===== src/hw/rtl/kcs_pkg.sv =====
// Shared constants and types for the keyframe curve sampler.
package kcs_pkg;

  localparam int MAX_KEYS  = 64;
  localparam int ADDR_W    = $clog2(MAX_KEYS);
  localparam int CNT_W     = $clog2(MAX_KEYS + 1);
  localparam int DATA_W    = 32;
  localparam int DIV_STEPS = DATA_W;
  localparam int STEP_W    = $clog2(DIV_STEPS + 1);

  localparam logic OP_APPEND = 1'b0;
  localparam logic OP_SAMPLE = 1'b1;

  typedef enum logic [2:0] {
    ST_IDLE,
    ST_FETCH,
    ST_SCAN,
    ST_MUL,
    ST_DIV_START,
    ST_DIV_WAIT,
    ST_DONE
  } state_t;

endpackage


===== src/hw/rtl/kcs_key_ram.sv =====
// Keyframe store: one write port and one registered read port for time and value.
module kcs_key_ram (
  input  logic                      clk,
  input  logic                      wr_en,
  input  logic [kcs_pkg::ADDR_W-1:0] wr_addr,
  input  logic [kcs_pkg::DATA_W-1:0] wr_time,
  input  logic [kcs_pkg::DATA_W-1:0] wr_value,
  input  logic [kcs_pkg::ADDR_W-1:0] rd_addr,
  output logic [kcs_pkg::DATA_W-1:0] rd_time,
  output logic [kcs_pkg::DATA_W-1:0] rd_value
);

  logic [kcs_pkg::DATA_W-1:0] time_mem  [kcs_pkg::MAX_KEYS];
  logic [kcs_pkg::DATA_W-1:0] value_mem [kcs_pkg::MAX_KEYS];

  always_ff @(posedge clk) begin
    if (wr_en) begin
      time_mem[wr_addr]  <= wr_time;
      value_mem[wr_addr] <= wr_value;
    end
  end

  always_ff @(posedge clk) begin
    rd_time  <= time_mem[rd_addr];
    rd_value <= value_mem[rd_addr];
  end

endmodule


===== config.mk =====
export PLATFORM = sky130hd
export DESIGN_NAME = kcs_key_ram
export DESIGN_NICKNAME = d
export VERILOG_FILES = /design/src/hw/rtl/kcs_pkg.sv /design/src/hw/rtl/kcs_key_ram.sv
export SDC_FILE = /design/constraint.sdc
export NUM_CORES = 2
export LEC_CHECK = 0
export BUFFER_PORTS_ARGS = -buffer_cell sky130_fd_sc_hd__buf_2
export CAP_MARGIN = 20
export CORE_MARGIN = 5
export CORE_UTILIZATION = 55
export DETAILED_ROUTE_END_ITERATION = 12
export PLACE_DENSITY_LB_ADDON = 0.1
export SLEW_MARGIN = 30
export SYNTH_ARGS = -nofsm -noshare
export SYNTH_HDL_FRONTEND = slang
export SYNTH_SLANG_ARGS = --single-unit

===== constraint.sdc =====
create_clock -name clk -period 6.9 [get_ports clk]
set_input_delay 2.07 -clock clk [delete_from_list [all_inputs] [get_ports clk]]
set_output_delay 2.07 -clock clk [all_outputs]
set_load 0.02 [all_outputs]

Word level (Yosys, flattened, before mapping)
Memories as Yosys holds them, arrays and structs flattened. A register that Yosys moved wholly into a read port is not among the register bits.
Index checks and enable logic that the tools add are counted.
{ "word_totals": {"ff_bits": 0, "mem_bits_rw": 4096, "input_bits": 78, "out_inout_bits": 64, "elab_cells": 4, "n_memories": 2} }
{ "classes": {"muxes": 2} }
{ "mem_list": {"columns": ["name", "words", "word_bits", "rd", "rd_ports_with_merged_regs", "wr", "line", "source"], "rows": [
  ["time_mem", 64, 32, 1, 1, 1, "kcs_key_ram.sv:13", "logic [kcs_pkg::DATA_W-1:0] time_mem [kcs_pkg::MAX_KEYS];"],
  ["value_mem", 64, 32, 1, 1, 1, "kcs_key_ram.sv:14", "logic [kcs_pkg::DATA_W-1:0] value_mem [kcs_pkg::MAX_KEYS];"]
]} }
{ "op_table": {"columns": ["cell", "count"], "rows": [
  ["two-way mux 1 bit", 2]
]} }

Longest topological paths before layout
{ "logic_depth": {"depth_word": 2, "depth_mapped": 9} }

Worst setup path before layout
No wires, ideal clock.
{ "synth_path": {"path_kind": "input port to flip-flop", "from": "in wr_addr[4] (netlist bit)", "to": "mem time_mem[16][0] (netlist bit) (enable)", "setup_ps": 486, "arrival_ps": 5580, "path_slack_ps": 834, "path_stages": 4, "path_cell_list": "clkbuf_1 -> or3b_2 -> clkbuf_1 -> nor2_1"} }
{ "synth_rtl": {"columns": ["item", "line", "source"], "rows": [
  ["from (decl)", "kcs_key_ram.sv:5", "input logic [kcs_pkg::ADDR_W-1:0] wr_addr,"],
  ["to (decl)", "kcs_key_ram.sv:13", null]
]} }
Straight into the memory's write port.

Worst setup path in the final report
{ "layout_path": {"from": "in wr_en", "to": "mem value_mem[61][16] (netlist bit) (enable)"} }
{ "layout_between": {"elab_chain_cells": 2} }
{ "layout_lines": {"columns": ["item", "line", "source"], "rows": [
  ["from (decl)", "kcs_key_ram.sv:4", "input logic wr_en,"],
  ["two-way mux 1 bit", "kcs_key_ram.sv:17", "if (wr_en) begin"],
  ["two-way mux 1 bit (implied by the code)", "kcs_key_ram.sv:19", "value_mem[wr_addr] <= wr_value;"],
  ["to (decl)", "kcs_key_ram.sv:14", null]
]} }
No other way between the ends.

==> results.py <==
metrics = {
    "detailed_routing": {
        "dr_pass1_iterations": 6,
        "post_drt_via_cell_ratio": 6.91,
        "detailedRoute.firstIterationViolations": 10400,
        "routed-via-count": 76500,
        "routed_wire_length_per_instance_um": 39.7,
        "detailed_route_drc_error_count": 0,
        "detail_route.wirelength_um": 439000,
        "final_antenna_net_count": 0,
    },
    "worst_setup_path": {
        "critical_path_cell_count": 5,
        "worstPathCellList": "buf_2 > nor2b_1 > nand3_1 > nor2_4 > buf_12",
        "worst_r2r_startpoint": "value_mem[47][9]$_DFFE_PP_",
        "worst-r2r-cell-count": 4,
        "slowest_delay_ns": 1.00,
        "worst_ep_arrival_time_ns": 4.77,
        "worstSetupEndpointType": "flip-flop",
        "setup.reg_to_reg.worst_slack_ns": 4.78,
        "worst_ep_required_time_ns": 7.47,
        "largest_fanout_on_the_critical_path": 27,
        "critical_path.reg2reg.endpoint": "rd_value[9]$_DFF_P_",
        "critPathBufInv": 2,
        "worstSetupPathType": "primary input to flip-flop",
        "setup.worst_path.start_class": "primary input",
        "worst_path_dominant_cell_family": "simple AND/OR/NAND/NOR gates",
        "crit_slowest_cell": "nor2_4",
    },
    "synth": {
        "post_synth_most_frequent_cells": "4096 x edfxtp_1, 1024 x mux4_2, 256 x a22oi_1",
        "synthDistinctLibCells": 30,
        "synth.cell_area_sq_um": 156000,
        "synth_enable_flop_cells": 4096,
        "synth_area_leader_cell": "edfxtp_1",
        "synth_seq_cells": 4160,
        "synthArstFlopShare": 0,
        "cells_after_synthesis": 6505,
        "synth_top_cell_area_share": 0.789,
        "syn_area_per_cell_sq_um": 24.0,
        "synthesis.nets": 6583,
        "post-synth-top-count-cell": "edfxtp_1",
        "synth_sequential_area_ratio": 0.797,
        "ys_dominant_reg_cell": "edfxtp_1",
        "yosys-top-cells-area": "edfxtp_1 79%, mux4_2 15%, a22oi_1 1.2%",
        "yosys_warn_count": 0,
    },
    "pwr": {
        "power.switching_fraction": 0.212,
        "pwr-share-comb": 0.048,
        "p_leak_nw": 55.0,
        "cellPowerDensity_nw_per_um2": 299,
        "cell_internal_pwr_mw": 41.6,
        "switchingPower_mw": 11.2,
        "p_clk_frac": 0.419,
        "seq_power_share": 0.533,
        "peakVddDrop_mv": 0.230,
    },
    "sta": {
        "slew_violations": 0,
        "slew_headroom": 0.241,
        "worst_pin_slew_ns": 1.14,
        "setup-violations-final": 0,
        "max_freq_mhz": 238,
        "period_needed_ns": 4.19,
        "grt_setup_unrepaired": "false",
        "final_period_util": 0.608,
        "setup_tns_final_ns": 0,
        "skew_ns": 0.0482,
        "report.final.hold_viol_count": 0,
    },
    "global_routing": {
        "wire_length_of_the_first_global_routing_pass_um": 610000,
        "grt_remaining_overflow": 0,
        "grt_pass1_vias": 76200,
        "grt_start_max_net_pins": 117,
        "global_route.usage.total": 0.299,
        "antenna_violations_before_repair": 22,
    },
    "place": {
        "place.detailed.hpwl_um": 244000,
        "finalWeightedCongestion": 0.810,
        "io_buffer_count": 141,
    },
    "clock_tree": {
        "clock_insertion_delay_worst_skew_ns": 0.94,
        "tritoncts": "yes",
        "cts_max_path_buffers": 4,
        "number_of_h_tree_branching_levels": 5,
        "cts_root_buf": "clkbuf_16",
        "clkSinkCount": 4160,
        "cts_setup_buffers": 0,
        "numCtsBuffers": 416,
        "clk_pin_slew_worst_paths_ns": 0.06,
        "ctsResizeCount": 0,
        "postCtsHoldBufs": 0,
    },
    "die": {
        "die_h_um": 542,
        "chipWidth_um": 542,
        "floorplan.initialDensity": 0.552,
        "design.portCount": 142,
        "core_sq_um": 282000,
        "placementRows": 195,
        "fp.dieArea_sq_um": 294000,
    },
    "layout": {
        "area_growth_pct": 13.3,
        "final_net_count": 7041,
        "layout.core_utilization": 0.626,
        "ratio_of_cells_with_drive_above_1_in_the_final_layout": 0.287,
    },
    "hold_path": {
        "holdCritPathClass": "flip-flop to flip-flop",
        "min_delay_path_depth": 4,
        "worstHoldStart": "value_mem[12][3]$_DFFE_PP_",
        "worstHoldEndpoint": "rd_value[3]$_DFF_P_",
    },
    "run": {
        "cap_violations": 0,
    },
    "run_status": {
        "status": "finished, final reports clean",
    },
}
worst min-delay path: stages (launching register included):
cell,delay [ns]
edfxtp_1,0.32
mux4_2,0.22
a22oi_1,0.06
nand3_1,0.08
o211a_1,0.13
layout by cell type, fill, tap and decap left out, types with 90 or more instances in the layout:
| master | netlist | routed |
|---|---|---|
| clkbuf_16 | 0 | 421 |
| mux4_2 | 1024 | 1024 |
| clkbuf_1 | 140 | 102 |
| o22ai_1 | 102 | 102 |
| clkinv_1 | 0 | 92 |
| mux2i_1 | 90 | 90 |
| nand3_1 | 133 | 133 |
| buf_4 | 50 | 242 |
| edfxtp_1 | 4096 | 4096 |
| a22oi_1 | 256 | 256 |
| buf_12 | 0 | 90 |
state kept, by name, indices dropped and copies added, names as in the netlist:
name and cells:
rd_time 32, value_mem 2048, time_mem 2048, rd_value 32
metrics by stage:
step                hold slack (ns)  setup slack, ns  total power [mW]  std cells  cell area [sq um]
finish                        0.830             2.71              52.8      11100             177000
floorplan                     0.783            0.834              29.9       6505             156000
global placement              0.809             1.82              31.1      10300             163000
detailed placement            0.816             1.83              31.2      10300             163000
CTS                           0.823             2.84              53.1      11100             177000
global route                  0.854             2.76              54.3      11100             177000
cell type report:
cell class / count / area, sq um
inverters: 1 / 3.75
flip-flops and latches: 4160 / 124000
fillers: 18800 / 106000
diodes: 8 / 20.0
repair buffers: 417 / 4130
multi-input cells: 1967 / 30200
clock inverters: 224 / 2110
well taps: 3743 / 4680
clock buffers: 545 / 11200
power groups by stage:
stage	Clock (mW)	Combinational, mW	Sequential [mW]
after floorplan	0	1.29	28.6
after global placement	0	2.49	28.6
after detailed placement	0	2.54	28.6
after CTS	22.4	2.54	28.1
after global routing	23.5	2.66	28.1
final	22.1	2.53	28.1
per-layer routing:
metal  GRT usage  share of wire
met5           0       0.000055
met2       0.469           0.48
met4      0.0885          0.032
met3      0.0603           0.10
met1       0.434           0.39
cell families (layout without fill, tap and decap cells):
group / Yosys count / count (layout) / synth area share
simple gates: 278 / 278 / 0.00831
flops: 4160 / 4160 / 0.797
compound gates: 575 / 575 / 0.0280
buf+inv: 378 / 1187 / 0.0124
other cells: 0 / 8 / 0
mux: 1114 / 1114 / 0.154
worst max path at each step:
stage	startpoint	endpoint	slack, ns
after floorplan	wr_addr[4]	time_mem[16][0]$_DFFE_PP_	0.83
after global placement	wr_addr[2]	time_mem[6][2]$_DFFE_PP_	1.82
after detailed placement	rd_addr[0]	rd_value[8]$_DFF_P_	1.83
after CTS	rd_addr[0]	rd_value[8]$_DFF_P_	2.84
after global routing	wr_en	time_mem[5][31]$_DFFE_PP_	2.76
final	wr_en	value_mem[61][16]$_DFFE_PP_	2.71
Power figures use the tool's default switching activity.
