`src/hw/rtl/kcs_pkg.sv`:
```
// Shared constants and types for the keyframe curve sampler.
package kcs_pkg;

  localparam int MAX_KEYS  = 64;
  localparam int ADDR_W    = $clog2(MAX_KEYS);
  localparam int CNT_W     = $clog2(MAX_KEYS + 1);
  localparam int DATA_W    = 32;
  localparam int DIV_STEPS = DATA_W;
  localparam int STEP_W    = $clog2(DIV_STEPS + 1);

  localparam logic OP_APPEND = 1'b0;
  localparam logic OP_SAMPLE = 1'b1;

  typedef enum logic [2:0] {
    ST_IDLE,
    ST_FETCH,
    ST_SCAN,
    ST_MUL,
    ST_DIV_START,
    ST_DIV_WAIT,
    ST_DONE
  } state_t;

endpackage

```
`src/hw/rtl/kcs_divider.sv`:
```
// Restoring divider: 64-bit dividend by 32-bit divisor, one quotient bit per cycle.
module kcs_divider (
  input  logic                         clk,
  input  logic                         rst,
  input  logic                         start,
  input  logic [2*kcs_pkg::DATA_W-1:0] dividend,
  input  logic [kcs_pkg::DATA_W-1:0]   divisor,
  output logic                         done,
  output logic [kcs_pkg::DATA_W-1:0]   quotient
);

  logic                         busy;
  logic [kcs_pkg::DATA_W:0]     rem;
  logic [kcs_pkg::DATA_W-1:0]   dq;
  logic [kcs_pkg::DATA_W-1:0]   dsr;
  logic [kcs_pkg::STEP_W-1:0]   steps;
  logic [kcs_pkg::DATA_W:0]     trial;
  logic                         fits;

  // The caller guarantees the quotient fits in 32 bits, so the upper half of
  // the dividend is already below the divisor and seeds the remainder.
  assign trial    = {rem[kcs_pkg::DATA_W-1:0], dq[kcs_pkg::DATA_W-1]};
  assign fits     = trial >= {1'b0, dsr};
  assign quotient = dq;

  always_ff @(posedge clk) begin
    if (rst) begin
      busy  <= 1'b0;
      done  <= 1'b0;
      steps <= '0;
    end else begin
      done <= 1'b0;
      if (start) begin
        busy  <= 1'b1;
        steps <= kcs_pkg::STEP_W'(kcs_pkg::DIV_STEPS);
      end else if (busy) begin
        steps <= steps - 1'b1;
        if (steps == kcs_pkg::STEP_W'(1)) begin
          busy <= 1'b0;
          done <= 1'b1;
        end
      end
    end
  end

  always_ff @(posedge clk) begin
    if (start) begin
      rem <= {1'b0, dividend[2*kcs_pkg::DATA_W-1:kcs_pkg::DATA_W]};
      dq  <= dividend[kcs_pkg::DATA_W-1:0];
      dsr <= divisor;
    end else if (busy) begin
      rem <= fits ? (trial - {1'b0, dsr}) : trial;
      dq  <= {dq[kcs_pkg::DATA_W-2:0], fits};
    end
  end

endmodule

```
`config.mk`:
```
export PLATFORM = sky130hd
export DESIGN_NAME = kcs_divider
export DESIGN_NICKNAME = d
export VERILOG_FILES = /design/src/hw/rtl/kcs_pkg.sv /design/src/hw/rtl/kcs_divider.sv
export SDC_FILE = /design/constraint.sdc
export NUM_CORES = 1
export LEC_CHECK = 0
export BUFFER_PORTS_ARGS = -buffer_cell sky130_fd_sc_hd__buf_4
export CAP_MARGIN = 0
export CORE_UTILIZATION = 60
export DETAILED_ROUTE_END_ITERATION = 8
export GPL_TIMING_DRIVEN = 0
export PLACE_DENSITY = 0.86
export SYNTH_ARGS = -nofsm -noshare
export SYNTH_HDL_FRONTEND = slang
export SYNTH_SLANG_ARGS = --single-unit
```
`constraint.sdc`:
```
create_clock -name clk -period 5.8 [get_ports clk]
set_input_delay 0.58 -clock clk [delete_from_list [all_inputs] [get_ports clk]]
set_output_delay 0.58 -clock clk [all_outputs]
set_load 0.02 [all_outputs]
```
Word-level counts from Yosys, hierarchy flattened --
Cells that the tools add are included.
Storage, ports and cells: input bits 99, logic and storage cells 26, bits in latches 0, memory bits (writable) 0, flip-flop bits (word level) 104, output and inout bits 33, memories 0, bits in read-only memories 0
Operators by class: equal/unequal tests 1, reductions and logical operators 3, $add $sub $neg 2, shift-type cells 0, bitwise logic cells 1, muxes and demuxes 11, order comparisons 1, multiply operators 0, div/mod/pow operators 0
Operators with widths (count):
- $mux 32 | 5
- $ge 33x32->1 | 1
- $sub 32x32->32 | 1
- $mux 6 | 2
- $eq 6x1->1 const B | 1
- $sub 6x1->6 const B | 1
- $mux 1 | 4
- $reduce_or 3->1 | 1
- $reduce_bool 2->1 | 1
- $reduce_or 2->1 | 1
- $not 1->1 | 1

Longest topological paths before layout --
word-level depth 4, depth in mapped cells 14

Worst setup path after synthesis --
OpenSTA, ideal clock, no wires.
path type register -> register, start register dq (netlist bit quotient[31]), end register rem[22] (netlist name) (data pin), data required time 5.650 ns, stages on the path, launching flop included 13, clock period less this slack 2.882 ns, data arrival time 2.731 ns, slack 2.918 ns, library setup time 0.150 ns, path buffers 0, cell sequence edfxtp_1 > inv_1 > ha_1 > inv_1 > fa_1 > a211oi_1 > o21ai_0 > o211ai_1 > a21oi_1 > o21ai_1 > nor2_1 > or4_4 > o211ai_2
Between the ends: longest elaborated chain between the ends 4
RTL lines:
- start, declared | line kcs_divider.sv:14 | logic [kcs_pkg::DATA_W-1:0] dq;
- start signal, assigned | line kcs_divider.sv:49 | dq <= dividend[kcs_pkg::DATA_W-1:0];
- start signal, assigned | line kcs_divider.sv:53 | dq <= {dq[kcs_pkg::DATA_W-2:0], fits};
- $sub 32x32->32 / $ge 33x32->1 (equally long branches) | line kcs_divider.sv:52, kcs_divider.sv:23
- $mux 32 * | line kcs_divider.sv:52 | rem <= fits ? (trial - {1'b0, dsr}) : trial;
- $mux 32 * | line kcs_divider.sv:51 | end else if (busy) begin
- $mux 32 * | line kcs_divider.sv:47 | if (start) begin
- end signal, assigned | line kcs_divider.sv:48 | rem <= {1'b0, dividend[2*kcs_pkg::DATA_W-1:kcs_pkg::DATA_W]};
- end signal, assigned | line kcs_divider.sv:52
- end, declared | line kcs_divider.sv:13 | logic [kcs_pkg::DATA_W:0] rem;
Every way passes the cells marked *; elsewhere a longest branch is shown, timed or not. The select of a mux whose other input is x is not followed. A chain may end at the register's enable or synchronous reset.

Worst setup path in the final report --
start input start, end register rem[15] (netlist name), enable pin
Between the ends: longest elaborated chain between the ends 1
RTL lines:
- start, declared | line kcs_divider.sv:5 | input logic start,
- $reduce_bool 2->1 (no line)
Every way passes these cells.

==> summary.txt <==
Timing
  • Sum Neg Setup Slack: 0 ns
  • Setup violations, final: 0
  • Tcrit/Tclk final: 58.4%
  • Setup ws final: 2.42 ns
  • RSZ-0062 raised after global routing: no
  • Slew @ Worst Pin: 0.915 ns
  • Fin. max-slew vios: 0
  • Worst-case clock skew: 0.0166 ns
  • Final hold vios: 0
  • Min Tclk post-route: 3.38 ns
  • WHS: 0.347 ns
  • Relative slew margins: 39.0%
  • Fmax: 295 MHz

Clock tree
  • H-tree levels: 3
  • Clock slew seen by the registers of the worst setup and hold paths: 0.11 ns
  • Hold_buf cts: 0
  • TritonCTS clock tree: yes
  • Num CTS Buffers: 9
  • Resized cells post-CTS: 0
  • CTS Buffer Depth: 2
  • Post-CTS Setup Bufs: 0
  • Root Buffer: clkbuf_8
  • Clock sinks: 104
  • Skew-Pair Late Insertion Delay: 0.40 ns

Yosys
  • Ys async rst share: 0%
  • Synth unique cells: 65
  • Top_reg_cell synth: edfxtp_1
  • Post-synthesis sequential area ratio: 48.0%
  • Synth Net Count: 716
  • Synth Warn #: 0
  • Cells after synthesis: 582
  • Mapped Area: 6340 sq um
  • Register bit total from synthesis: 104
  • Avg Cell Area, Syn: 10.9 sq um
  • Number of synthesized flops with an enable pin: 96

Final layout
  • Reg area: 3040 sq um
  • Nets: 858
  • Footprint of the multi-input gates: 2990 sq um
  • Fillers: 693
  • Antenna Cells: 0
  • Utilization after layout: 74.9%
  • Area delta synth->final: 21.4%
  • Share of layout cells above drive strength 1: 29.2%
  • Fin area: 7700 sq um
  • Commonest non-fill, non-tap cell in the layout: buf_4
  • Commonest non-fill, non-tap cells in the layout: 133 x buf_4, 96 x edfxtp_1, 58 x nand2_1
  • Final Non-Filler Cells: 865

GRT
  • First-pass GRT wire length: 25.6 mm
  • Grt ovf: 0
  • Antenna violations before repair: 0
  • Vias in the first global route: 5375
  • GRT Total Usage: 30.0%
  • Largest net degree at the start of global routing: 65

Setup path
  • Setup slack, reg-to-reg: 2.52 ns
  • Crit end category: flip-flop
  • Worst path cell trace: buf_4 -> clkbuf_1 -> clkbuf_1 -> clkbuf_1 -> or2_4
  • Crit path largest cell delay: 0.84 ns
  • Critical Path Start Type: input port
  • Buf/Inv on CP: 4
  • Top cell by count, worst path: clkbuf_1
  • Maximum fanout along the worst path: 64
  • Slowest library cell on the worst path: or2_4
  • Critical path data required time: 5.82 ns
  • Critical path type: input port to flip-flop
  • CP delay by family, top: buffers and inverters
  • Arrival time worst endpoint: 3.40 ns

Floorplanning
  • Die Span Y: 105 microns
  • Starting Density: 61.7%
  • Rows: 37
  • Core Region: 10300 sq um
  • Die ar.: 11000 sq um
  • Die width: 105 microns
  • Io pins: 132

Route
  • DR vias/cell: 5.98
  • First DRT Iteration DRCs: 403
  • Final WL: 15.9 mm
  • Routed WL per cell: 18.4 microns
  • Drt pass-1 iters: 6
  • DR vias: 5171
  • DRC: 0
  • Detail Route Antenna Nets: 0

Placed design
  • Routability cong.: 0.944
  • Dpl ws: 2.01 ns
  • IO Port Bufs: 131
  • Detailed Place HPWL: 11.5 mm
  • Placed insts: 849
  • Dpl cell area: 7500 sq um

Outcome
  • Outcome: complete, no violations

Power
  • Worst ir drop on vdd: 0.261 mV
  • Tot Pwr: 2.80 mW
  • Power per cell area: 364 nW/um^2
  • Leak: 3.27 nW

Flow run
  • Max-cap viol count: 0

Min path
  • Worst min path class: input port to flip-flop
==> routing by layer <==
| layer | GRT usage [%] | vias to the layer above | wire [microns] |
|---|---|---|---|
| li1 | - | 2448 | - |
| met3 | 9.67 | 35 | 1490 |
| met1 | 34.5 | 2438 | 6310 |
| met4 | 11.7 | 0 | 338 |
| met5 | 0 | - | 0 |
| met2 | 52.0 | 250 | 7740 |
==> path summary, 6_finish.rpt <==
path,start,end,cells past startpoint
max,start,rem[15]$_DFFE_PP_,5
min,divisor[14],dsr[14]$_DFFE_PP_,1
max reg2reg,quotient[31]$_DFFE_PP_,rem[22]$_DFFE_PP_,12
min reg2reg,steps[0]$_SDFFE_PP0P_,steps[0]$_SDFFE_PP0P_,2
==> cell families (layout without fill, tap and decap cells) <==
| family | count (synthesis) | count (layout) | synth area share [%] |
|---|---|---|---|
| flops | 104 | 104 | 48.0 |
| compound gates | 143 | 143 | 16.6 |
| xor+xnor | 31 | 31 | 4.28 |
| fa+ha+maj | 35 | 35 | 7.02 |
| buf+inv | 74 | 221 | 5.03 |
| mux | 40 | 40 | 6.98 |
| simple gates | 155 | 155 | 12.2 |
==> worst register-to-register path: stages (launching register included) <==
cell and delay [ns]:
edfxtp_1 0.44, inv_1 0.10, ha_1 0.18, inv_1 0.06, fa_1 0.43, a211oi_1 0.32
o21ai_0 0.14, o211ai_1 0.13, a21oi_1 0.13, o21ai_1 0.39, nor2_1 0.11, or4_4 0.53
o211ai_2 0.16
==> sequential cells by signal (all words and copies together), names as in the netlist <==
name      count
dsr          32
quotient     32
rem          32
steps         6
busy          1
done          1
==> report_power, final <==
| part | switching (mW) | total [mW] | internal [mW] | leakage, nW |
|---|---|---|---|---|
| sequential | 0.0695 | 1.05 | 0.979 | 1.03 |
| combinational | 0.729 | 1.28 | 0.555 | 2.14 |
| clock | 0.272 | 0.468 | 0.196 | 0.104 |
==> cell usage after synthesis, drive strengths merged, types with 4 or more instances <==
| library cell | number | share of area, % |
|---|---|---|
| o21a | 6 | 0.71 |
| mux2i | 6 | 0.95 |
| inv | 43 | 2.5 |
| o211ai | 12 | 1.7 |
| a22oi | 4 | 0.47 |
| or2 | 4 | 0.39 |
| nand3 | 9 | 0.79 |
| xor2 | 16 | 2.2 |
| and3b | 4 | 0.55 |
| nor3 | 9 | 0.71 |
| nor2b | 7 | 0.69 |
| buf | 13 | 1.4 |
| xnor2 | 15 | 2.1 |
| o21ai | 21 | 1.7 |
| dfxtp | 8 | 2.5 |
| nand2 | 58 | 3.4 |
| a221o | 6 | 0.95 |
| nand3b | 14 | 1.7 |
| o31ai | 5 | 0.59 |
| a21oi | 30 | 2.7 |
| a211oi | 4 | 0.47 |
| nor2 | 32 | 1.9 |
| ha | 34 | 6.7 |
| mux2 | 34 | 6.0 |
| a21o | 15 | 1.8 |
| nand4 | 5 | 0.59 |
| o311ai | 13 | 1.8 |
| edfxtp | 96 | 45 |
| clkbuf | 18 | 1.1 |
| a31oi | 9 | 1.2 |
==> cell type report <==
| class | instances | area share (%) |
|---|---|---|
| Sequential cell | 104 | 39.5 |
| Buffer | 31 | 2.05 |
| Tap cell | 136 | 2.21 |
| Timing Repair Buffer | 131 | 12.8 |
| Multi-Input combinational cell | 404 | 38.8 |
| Clock inverter | 4 | 0.455 |
| Clock buffer | 12 | 2.14 |
| Inverter | 43 | 2.10 |
No activity file was read; power rests on OpenSTA's default activity.
